File: config.mk
export PLATFORM = sky130hd
export DESIGN_NAME = srsg_ctrl
export DESIGN_NICKNAME = d
export VERILOG_FILES = /design/src/rtl/core/srsg_pkg.sv /design/src/rtl/core/srsg_ctrl.sv
export SDC_FILE = /design/constraint.sdc
export NUM_CORES = 1
export LEC_CHECK = 0
export ABC_AREA = 0
export CAP_MARGIN = 20
export CORE_UTILIZATION = 40
export CTS_CLUSTER_DIAMETER = 30
export DETAILED_ROUTE_END_ITERATION = 10
export DONT_BUFFER_PORTS = 1
export GPL_TIMING_DRIVEN = 0
export SLEW_MARGIN = 25
export SYNTH_ARGS = -nofsm -noshare
export SYNTH_HDL_FRONTEND = slang
export SYNTH_SLANG_ARGS = --single-unit
File: constraint.sdc
create_clock -name clk -period 1.7 [get_ports clk]
set_clock_uncertainty 0.15 [all_clocks]
set_input_delay 0.255 -clock clk [delete_from_list [all_inputs] [get_ports clk]]
set_output_delay 0.255 -clock clk [all_outputs]
set_load 0.02 [all_outputs]
File: src/rtl/core/srsg_pkg.sv
// Shared types, constants and the sine table function of the sine reference generator.
package srsg_pkg;

  localparam int MAX_POSTURES_DEF = 16;
  localparam int SINE_TABLE_BITS_DEF = 10;

  localparam int AMP_W = 26;
  localparam int OMEGA_W = 24;
  localparam int OUT_W = 48;
  localparam int CFG_IDX_W = 3;
  localparam int CFG_DATA_W = 32;

  localparam logic [CFG_IDX_W-1:0] REG_AMP_X = 3'd0;
  localparam logic [CFG_IDX_W-1:0] REG_AMP_Y = 3'd1;
  localparam logic [CFG_IDX_W-1:0] REG_AMP_Z = 3'd2;
  localparam logic [CFG_IDX_W-1:0] REG_OMEGA = 3'd3;
  localparam logic [CFG_IDX_W-1:0] REG_PHASE_STEP = 3'd4;
  localparam logic [CFG_IDX_W-1:0] REG_HOLD_TICKS = 3'd5;
  localparam logic [CFG_IDX_W-1:0] REG_POSTURE_COUNT = 3'd6;

  localparam logic OP_TICK = 1'b0;
  localparam logic OP_LOAD = 1'b1;

  localparam logic [31:0] HOLD_RESET = 32'd2000;

  localparam longint C1 = 64'sd1686629713;
  localparam longint C3 = 64'sd693598669;
  localparam longint C5 = 64'sd85569306;
  localparam longint C7 = 64'sd5026995;
  localparam longint C9 = 64'sd172272;

  // Multiplier operation chosen by the controller.
  typedef enum logic [2:0] {
    MUL_POS,
    MUL_VELA,
    MUL_VELB,
    MUL_ACCA,
    MUL_ACCB
  } mul_op_t;

  typedef struct packed {
    logic    start;
    logic    load;
    logic    tick;
    logic    hold_out;
    logic    mul_en;
    mul_op_t mul_op;
    logic [1:0] axis;
    logic    sched_clr;
    logic    sched_en;
    logic    out_load;
  } srsg_cmd_t;

  typedef struct packed {
    logic holding;
    logic sched_done;
  } srsg_sts_t;

  // Quarter-wave sine, Q30 in and out, evaluated at elaboration for a table.
  function automatic longint quarter_sin(input longint x);
    longint x2, t;
    begin
      x2 = (x * x) >>> 30;
      t = C9;
      t = C7 - ((x2 * t) >>> 30);
      t = C5 - ((x2 * t) >>> 30);
      t = C3 - ((x2 * t) >>> 30);
      t = C1 - ((x2 * t) >>> 30);
      if (t < 0) t = 0;
      t = (x * t) >>> 30;
      quarter_sin = (t > (64'sd1 << 30)) ? (64'sd1 << 30) : t;
    end
  endfunction

  function automatic logic signed [31:0] table_sin(input logic [31:0] pq);
    longint f, s;
    begin
      f = longint'({34'd0, pq[29:0]});
      s = pq[30] ? quarter_sin((64'sd1 << 30) - f) : quarter_sin(f);
      if (pq[31]) s = -s;
      table_sin = s[31:0];
    end
  endfunction

  // Round to nearest, ties up, by 2^s.
  function automatic logic signed [79:0] rnd(input logic signed [79:0] v, input int s);
    begin
      rnd = (v + (80'sd1 <<< (s - 1))) >>> s;
    end
  endfunction

  function automatic logic signed [OUT_W-1:0] sat48(input logic signed [79:0] v);
    begin
      if (v > 80'sh7FFFFFFFFFFF) sat48 = {1'b0, {(OUT_W-1){1'b1}}};
      else if (v < -80'sh800000000000) sat48 = {1'b1, {(OUT_W-1){1'b0}}};
      else sat48 = v[OUT_W-1:0];
    end
  endfunction

endpackage

File: src/rtl/core/srsg_ctrl.sv
// Controller state machine that sequences one beat through the datapath.
module srsg_ctrl (
  input  logic                 clk,
  input  logic                 rst,
  input  logic                 in_valid,
  input  logic                 in_op,
  output logic                 in_ready,
  input  logic                 out_busy,
  input  srsg_pkg::srsg_sts_t  sts,
  output srsg_pkg::srsg_cmd_t  cmd
);

  typedef enum logic [2:0] {
    S_IDLE, S_TICK, S_MUL, S_SCHED, S_OUT
  } state_t;

  state_t state;
  logic [2:0] sub;
  logic [1:0] axis;

  assign in_ready = (state == S_IDLE);

  always_comb begin
    cmd = '0;
    cmd.start = in_ready && in_valid;
    cmd.load = cmd.start && (in_op == srsg_pkg::OP_LOAD);
    cmd.tick = cmd.start && (in_op == srsg_pkg::OP_TICK);
    cmd.axis = axis;
    cmd.mul_op = srsg_pkg::MUL_POS;
    unique case (state)
      S_MUL: begin
        cmd.mul_en = 1'b1;
        unique case (sub)
          3'd0: cmd.mul_op = srsg_pkg::MUL_POS;
          3'd1: cmd.mul_op = srsg_pkg::MUL_VELA;
          3'd2: cmd.mul_op = srsg_pkg::MUL_VELB;
          3'd3: cmd.mul_op = srsg_pkg::MUL_ACCA;
          default: cmd.mul_op = srsg_pkg::MUL_ACCB;
        endcase
        cmd.sched_clr = (axis == 2'd0) && (sub == 3'd0);
      end
      S_SCHED: cmd.sched_en = 1'b1;
      S_OUT: begin
        cmd.out_load = !out_busy;
        cmd.hold_out = sts.holding;
      end
      default: ;
    endcase
  end

  always_ff @(posedge clk) begin
    if (rst) begin
      state <= S_IDLE;
      sub <= '0;
      axis <= '0;
    end else begin
      unique case (state)
        S_IDLE: if (cmd.tick) state <= S_TICK;
        S_TICK: begin
          sub <= '0;
          axis <= '0;
          state <= sts.holding ? S_OUT : S_MUL;
        end
        S_MUL: begin
          if (sub == 3'd4) begin
            sub <= '0;
            axis <= axis + 2'd1;
            if (axis == 2'd2) state <= S_SCHED;
          end else begin
            sub <= sub + 3'd1;
          end
        end
        S_SCHED: if (sts.sched_done) state <= S_OUT;
        S_OUT: if (!out_busy) state <= S_IDLE;
        default: state <= S_IDLE;
      endcase
    end
  end

  assert property (@(posedge clk) disable iff (rst) cmd.mul_en |-> !sts.holding)
    else $error("multiplier run while holding");
  assert property (@(posedge clk) disable iff (rst) cmd.tick |=> !in_ready)
    else $error("accepted tick beat did not leave idle");
  assert property (@(posedge clk) disable iff (rst) cmd.out_load |=> in_ready)
    else $error("result load did not return to idle");

endmodule

# Word-level counts from Yosys, hierarchy flattened
# Index checks and enable logic that the tools add are counted.
[classes] muxes=17 bitwise_logic=1 n_reduce_logical=11 n_eq_ne=14 n_addsub=2
[ops] operator="two-way mux 3 bit" n=7
[ops] operator="case mux 3 bit (5 select lines)" n=1
[ops] operator="equality test 3 x 2 -> 1 bit (second input constant)" n=4
[ops] operator="case mux 3 bit (4 select lines)" n=1
[ops] operator="inequality test 2 bit (second input constant)" n=4
[ops] operator="equality test 3 x 1 -> 1 bit (second input constant)" n=2
[ops] operator="equality test 3 bit (second input constant)" n=2
[ops] operator="zero test 3 bit" n=2
[ops] operator="case mux 3 bit (2 select lines)" n=1
[ops] operator="AND reduction 5 bit" n=1
[ops] operator="logical AND 1 bit" n=4
[ops] operator="two-way mux 1 bit" n=4
[ops] operator="two-way mux 4 bit" n=1
[ops] operator="case mux 2 bit (2 select lines)" n=1
[ops] operator="adder 3 x 1 -> 3 bit (second input constant)" n=1
[ops] operator="adder 2 x 1 -> 2 bit (second input constant)" n=1
[ops] operator="equality test 2 bit (second input constant)" n=1
[ops] operator="zero test 2 bit" n=1
[ops] operator="two-way mux 2 bit" n=1
[ops] operator="inequality test 2 x 1 -> 1 bit (second input constant)" n=1
[ops] operator="AND reduction 2 bit" n=1
[ops] operator="nonzero test 2 bit" n=1
[ops] operator="zero test 1 bit" n=1
[ops] operator="inverter 1 bit" n=1
[word_totals] regBits=8 elab_cells=48 input_bits=7 out_inout_bits=14

# Depth between registers and ports, before layout
# Gate-level depths: netlist (run 1).
[logic_depth] depth_word=5 ltp_mapped=5 mapped_depth_nobuf=5

# Worst setup path after synthesis (run 1)
# Ideal clock, no wire load.
[synth_timing] path_kind="register to output" from="reg state[1]" to="out cmd[10] (netlist bit)" n_path_buf=1 slack_ns=-0.451 required_time_ns=1.295 path_stages_with_launch=5 arrival_time_ns=1.746 cell_sequence="dfxtp_1 > buf_6 > nor3_1 > and2_1 > nor2b_1"
[synth_rtl] item="start: declaration" line="srsg_ctrl.sv:17" source="state_t state;"
[synth_rtl] item="start signal: assignment" line="srsg_ctrl.sv:62" source="state <= sts.holding ? S_OUT : S_MUL;"
[synth_rtl] item="end: declaration" line="srsg_ctrl.sv:10" source="output srsg_pkg::srsg_cmd_t cmd"

==> metrics.yaml, run 1 <==
detailed_routing:
  viasPerCell: 5.891
  final_antenna_net_count: 0
  dr.first_iter.drc_count: 17
  num_vias: 595
  wl_mm: 1.442
  drcViolationCount: 0
  post_drt_wl_per_cell_um: 14.28
  drt-pass1-iter-count: 4
grt:
  antenna_found_initial: 0
  first_global_vias: 563
  grt_pass1_wl_mm: 2.387
  grt_overflow_total: 0
  track_usage_pct: 17.75
  grt_max_degree: 11
status:
  status: "finished with violations"
  failed_checks: "setup timing"
final_layout:
  diodes: 0
  nFillCells: 123
  final_layout_size_suffix_gt1_share_pct: 52.94
  area_growth_syn_to_layout_pct: 41.51
  layout.nets: 101
cts:
  cts_sinks: 8
  cts_buffer_depth: 2
  root_buffer: "clkbuf_4"
  cts-hold-fix-buffers: 0
  path_clk_slew_ns: 0.05
  h-tree-depth: 1
  cts_buffers: 3
  tritoncts: "yes"
  clk_latency_ns: 0.25
critical_path:
  critical_path.max_stage_delay_ns: 0.35
  cpMaxStageDelayCell: "dfxtp_4"
  r2r_slack_ns: 0.09
  end_kind: "output port"
  startpoint_type: "register"
  critical_path_class: "reg -> out"
  crit_required_ns: 1.29
  reg2reg_from: "sub[0]"
  worstRegToRegCells: 6
  cp.arrival_ns: 1.37
  crit_chain: "nor3_4 > and2_4 > nor2b_4"
  crit_start: "state[1]"
  rr_endpoint: "axis[0]"
  cp_max_fo: 3
  endpoint: "cmd[10]"
floorplanning:
  die-width_um: 42.25
  dieArea_um2: 1785
  ios: 21
  start_util_pct: 43.02
  rows: 14
  core_area_um2: 1506
  die_height_um: 42.25
sta:
  setup_ws_ns: -0.07284
  fmax_mhz: 564.1
  setup_viol: 3
  finalMaxSlewViolations: 0
  rsz0062_at_grt: "true"
  timing.final.crit_share_pct: 104.3
  worstMarginPinSlew_ns: 0.3768
  fin_crit_ns: 1.773
  worst_hold_slack_ns: 0.002667
  hold_violations: 0
  max-slew-margin-rel_pct: 74.69
power:
  ir_worst_vdd_uv: 566.7
  power_density_nw_per_um2: 993.8
  p_leak_uw: 0.0003394
logic_synthesis:
  synth_warnings: 0
  synth.distinct_cells: 33
  synth_area_um2: 648.1
  ys_ff_latch: 8
  synth-seq-area-share_pct: 24.71
  synth_cells: 78
  synth_nets: 92
  avgSynthCellArea_um2: 8.309
placed_design:
  dp_hpwl_um: 994.4
  numPortBuffers: 0
  dp_slack_ns: -0.2092
  place_congestion: 0.7220
hold_path:
  min_path_type: "in -> reg"
run:
  maxCapViolCount: 0
worst max-delay path: cells and delay by family (launching register included):
| family | cells | cell delay [ns] |
|---|---|---|
| simple gates | 3 | 0.76 |
| flops | 1 | 0.35 |
Yosys cell counts:
master	number	area, um2
nor4b_1	2	17.52
and3_2	1	7.510
nand4b_1	2	17.52
buf_4	1	7.510
clkbuf_2	1	5.000
a21o_1	1	7.510
clkbuf_8	1	13.76
nor2b_1	2	12.51
nand2b_1	3	18.77
o21a_1	1	7.510
nor3_1	6	30.03
nor4_1	1	6.260
and2_1	2	12.51
a21oi_1	3	15.01
o211ai_1	1	7.510
ha_1	7	87.58
and3_1	1	6.260
mux2_2	2	22.52
nand2b_4	1	13.76
xor2_1	1	8.760
o311ai_0	1	8.760
nand3_1	3	15.01
nor2_1	3	11.26
and2b_2	1	8.760
or3_1	2	12.51
inv_1	9	33.78
buf_6	1	11.26
dfxtp_1	8	160.2
o21ai_0	1	5.000
nand2_1	3	11.26
or4_1	2	15.01
a31oi_1	2	12.51
a22o_1	2	17.52
layout make-up:
class                           count  area [um2]  share of cell area, %
Sequential cell                     8       183.9                  20.05
Buffer                              2       25.02                  2.729
Timing Repair Buffer                6       45.04                  4.911
Inverter                            9       41.29                  4.502
Clock buffer                        3       22.52                  2.456
Tap cell                           16       20.02                  2.183
Multi-Input combinational cell     57       579.3                  63.17
where the power goes:
group | internal (uW) | switching, uW | total [uW] | leakage [uW]
Combinational | 221 | 292 | 512 | 0.000256
Sequential | 218 | 32.9 | 251 | 0.0000699
Clock | 81.0 | 66.9 | 148 | 0.0000138
cells in the final DEF (no fill, tap or decap), drive strengths merged, types with 2 or more instances in the layout:
| cell | n |
|---|---|
| buf | 7 |
| nor3 | 6 |
| ha | 7 |
| mux2 | 2 |
| or3 | 2 |
| a31oi | 2 |
| or4 | 2 |
| dfxtp | 8 |
| inv | 9 |
| nand3 | 3 |
| nand4b | 2 |
| nor2b | 2 |
| a21oi | 3 |
| and3 | 2 |
| nor2 | 3 |
| nor4b | 2 |
| nand2b | 4 |
| and2 | 2 |
| clkbuf | 4 |
| nand2 | 3 |
| a22o | 2 |
timing repair:
action	4_1_cts	5_1_grt
setup buffers	3	3
pin swaps	7	7
setup endpoints to repair	12	9
resized for setup	31	18
hold endpoints to repair	0	0
flip-flops by register name, indices dropped and copies added (netlist names):
register,count
axis,2
sub,3
state,3
cells by family (layout without fill, tap and decap cells):
logic type | count (synthesis) | in the layout | synth area share, %
buf+inv | 13 | 20 | 11.00
compound gates | 12 | 12 | 12.55
flops | 8 | 8 | 24.71
xor+xnor | 1 | 1 | 1.352
mux | 2 | 2 | 3.475
fa+ha+maj | 7 | 7 | 13.51
simple gates | 35 | 35 | 33.40
worst min-delay path by stage:
stage                     endpoint     start  cells after the start  slack, ns
final                     state[2]  out_busy                      2      0.003
after global routing      state[2]  out_busy                      2       0.01
after CTS                 state[2]  out_busy                      2      0.003
after floorplan           state[2]  out_busy                      2       0.27
after global placement    state[2]  out_busy                      2       0.28
after detailed placement  state[2]  out_busy                      2       0.28
per-stage QoR:
step                total power, uW  cells   TNS, ns  utilization [%]  area [um2]
floorplan                     545.0     78  -0.03638                -       671.9
global route                  965.7    101   -0.3054            60.88       917.1
global placement              595.9     94   -0.5704            45.93       691.9
detailed placement            598.0     94   -0.5736            45.93       691.9
finish                        911.4    101   -0.1465            60.88       917.1
CTS                           837.7     98   -0.1216            54.48       820.8
routing by layer:
layer	vias up	track usage, %	wire [um]
li1	293	-	-
met1	273	22.99	638
met2	25	27.08	678
met3	4	3.017	102
met4	0	11.25	23
met5	-	0	0
Note: power is estimated with default switching activity, not from simulation.
==> run 2: changes to the inputs <==
--- a/config.mk
+++ b/config.mk
@@ -7,9 +7,10 @@
 export LEC_CHECK = 0
 export ABC_AREA = 0
 export CAP_MARGIN = 20
-export CORE_UTILIZATION = 40
+export CORE_AREA = 2 2 39 41
 export CTS_CLUSTER_DIAMETER = 30
 export DETAILED_ROUTE_END_ITERATION = 10
+export DIE_AREA = 0 0 41 43
 export DONT_BUFFER_PORTS = 1
 export GPL_TIMING_DRIVEN = 0
 export SLEW_MARGIN = 25
==> run 2 against run 1 <==
The run still ends with setup timing left. Wire length up 14%. Combinational power shrank 6.1%. Hold slack better by 0.053 ns. Clock power grew 4%. Maximum frequency decreased by 0.56%. Utilization is 4.1 points higher. Critical path depth is the same. Register-to-register slack gained 0.02 ns. Sequential share of layout area is 0.17 points lower. Cell area down 1.9%. First-iteration DRC count is 35% lower. Non-clock buffer count up 2.
==> metrics.yaml, run 2 (same netlist as run 1, synthesis figures left out) <==
hold_path:
  hold_depth: 2
  hp-start: "sts[1]"
  min_path_type: "in -> reg"
  whs_endpoint: "state[1]"
critical_path:
  reg2reg_from: "axis[1]"
  startpoint_type: "register"
  worstRegToRegCells: 5
  crit_required_ns: 1.29
  cp_max_fo: 3
  r2r_slack_ns: 0.11
  cp.arrival_ns: 1.38
  critical_path_class: "reg -> out"
  rr_endpoint: "axis[1]"
  end_kind: "output port"
final_layout:
  layout.nets: 103
  final_util_pct: 65.01
  area_growth_syn_to_layout_pct: 38.80
  diodes: 0
  layout_common_cells: "inv_1, buf_4, nor3_4, dfxtp_4"
  multiInputGateArea_um2: 560.5
  nFillCells: 121
  top_regs: "state x3, sub x3, axis x2"
  final_layout_size_suffix_gt1_share_pct: 51.72
  seqCellArea_um2: 178.9
  final_cell_area_um2: 899.6
cts:
  cts_buffer_depth: 2
  cts_buffers: 3
  tritoncts: "yes"
  root_buffer: "clkbuf_4"
  cts_sinks: 8
  h-tree-depth: 1
  path_clk_slew_ns: 0.06
  clk_latency_ns: 0.26
grt:
  antenna_found_initial: 0
  first_global_vias: 600
  grt_overflow_total: 0
  met1_usage_pct: 26.62
  gr-max-usage-layer: "met2"
  grt_util_met2_pct: 36.25
  met3_usage_pct: 7.853
  track_usage_pct: 22.96
  grt_max_degree: 12
  grt_pass1_wl_mm: 2.718
floorplanning:
  dieArea_um2: 1763
  ios: 21
  start_util_pct: 46.84
  rows: 14
  core_area_um2: 1384
  die_height_um: 43
  die-width_um: 41
sta:
  hold_violations: 0
  fin_crit_ns: 1.783
  worstMarginPinSlew_ns: 0.3777
  timing.final.crit_share_pct: 104.9
  rsz0062_at_grt: "true"
  setup_viol: 3
  finalMaxSlewViolations: 0
  max-slew-margin-rel_pct: 74.63
  setup_ws_ns: -0.08285
  fmax_mhz: 560.9
detailed_routing:
  wl_mm: 1.648
  drcViolationCount: 0
  post_drt_wl_per_cell_um: 16.00
  final_antenna_net_count: 0
  dr.first_iter.drc_count: 11
  drt-pass1-iter-count: 4
  viasPerCell: 5.806
  num_vias: 598
placed_design:
  numPortBuffers: 0
  place_congestion: 0.7906
  dp_hpwl_mm: 1.028
  dp_slack_ns: -0.1713
  dpl_cell_area_um2: 691.9
status:
  failed_checks: "setup timing"
  status: "finished with violations"
power:
  ir_worst_vdd_uv: 479.4
  p_leak_uw: 0.0003349
  power_density_nw_per_um2: 995.5
run:
  maxCapViolCount: 0
## run 2: report_power, final
part | leakage, uW | switching, uW | internal [uW]
combinational | 0.000252 | 274 | 207
clock | 0.0000138 | 72.2 | 81.3
sequential | 0.0000694 | 40.7 | 221
total | 0.000335 | 387 | 509
## run 2: layout make-up
cell class	count	area share [%]
flip-flops and latches	8	19.89
well taps	16	2.225
clock buffers	3	2.503
plain buffers	2	2.364
inverters	9	4.033
multi-input cells	57	62.31
repair buffers	8	6.676
## run 2: how the worst max path moves through the flow
stage	start	endpoint	cells past startpoint
3_5_place_dp	state[0]	cmd[2]	4
6_report	state[0]	cmd[10]	3
3_3_place_gp	state[0]	cmd[2]	4
2_1_floorplan	state[0]	cmd[2]	4
4_1_cts	state[2]	cmd[10]	3
5_1_grt	state[0]	cmd[10]	3
## run 2: worst max-delay path, stage by stage, from the launching register on
cell,delay [ns]
dfxtp_4,0.36
nor3_4,0.32
and2_4,0.24
nor2b_4,0.21
## run 2: layer usage
metal	wire, um	up-vias
met5	0	-
met1	689	282
met3	71	2
met2	877	20
li1	-	294
met4	9	0
## run 2: metrics by stage
stage / hold WS, ns / total power (uW) / TNS (ns) / cells
6_report: 0.05569 / 895.5 / -0.1670 / 103
3_3_place_gp: 0.2823 / 597.9 / -0.6475 / 94
4_1_cts: 0.04032 / 860.5 / -0.1912 / 100
2_1_floorplan: 0.2693 / 545.0 / -0.03638 / 78
5_1_grt: 0.05027 / 959.6 / -0.4074 / 103
3_5_place_dp: 0.2784 / 600.7 / -0.7104 / 94
## run 2: what timing repair did
action | CTS | global route
hold buffers | 1 | 0
endpoints found under the setup margin | 14 | 13
buffers inserted | 4 | 3
resized for setup | 38 | 3
endpoints found under the hold margin | 1 | 0
pin swaps | 7 | 4
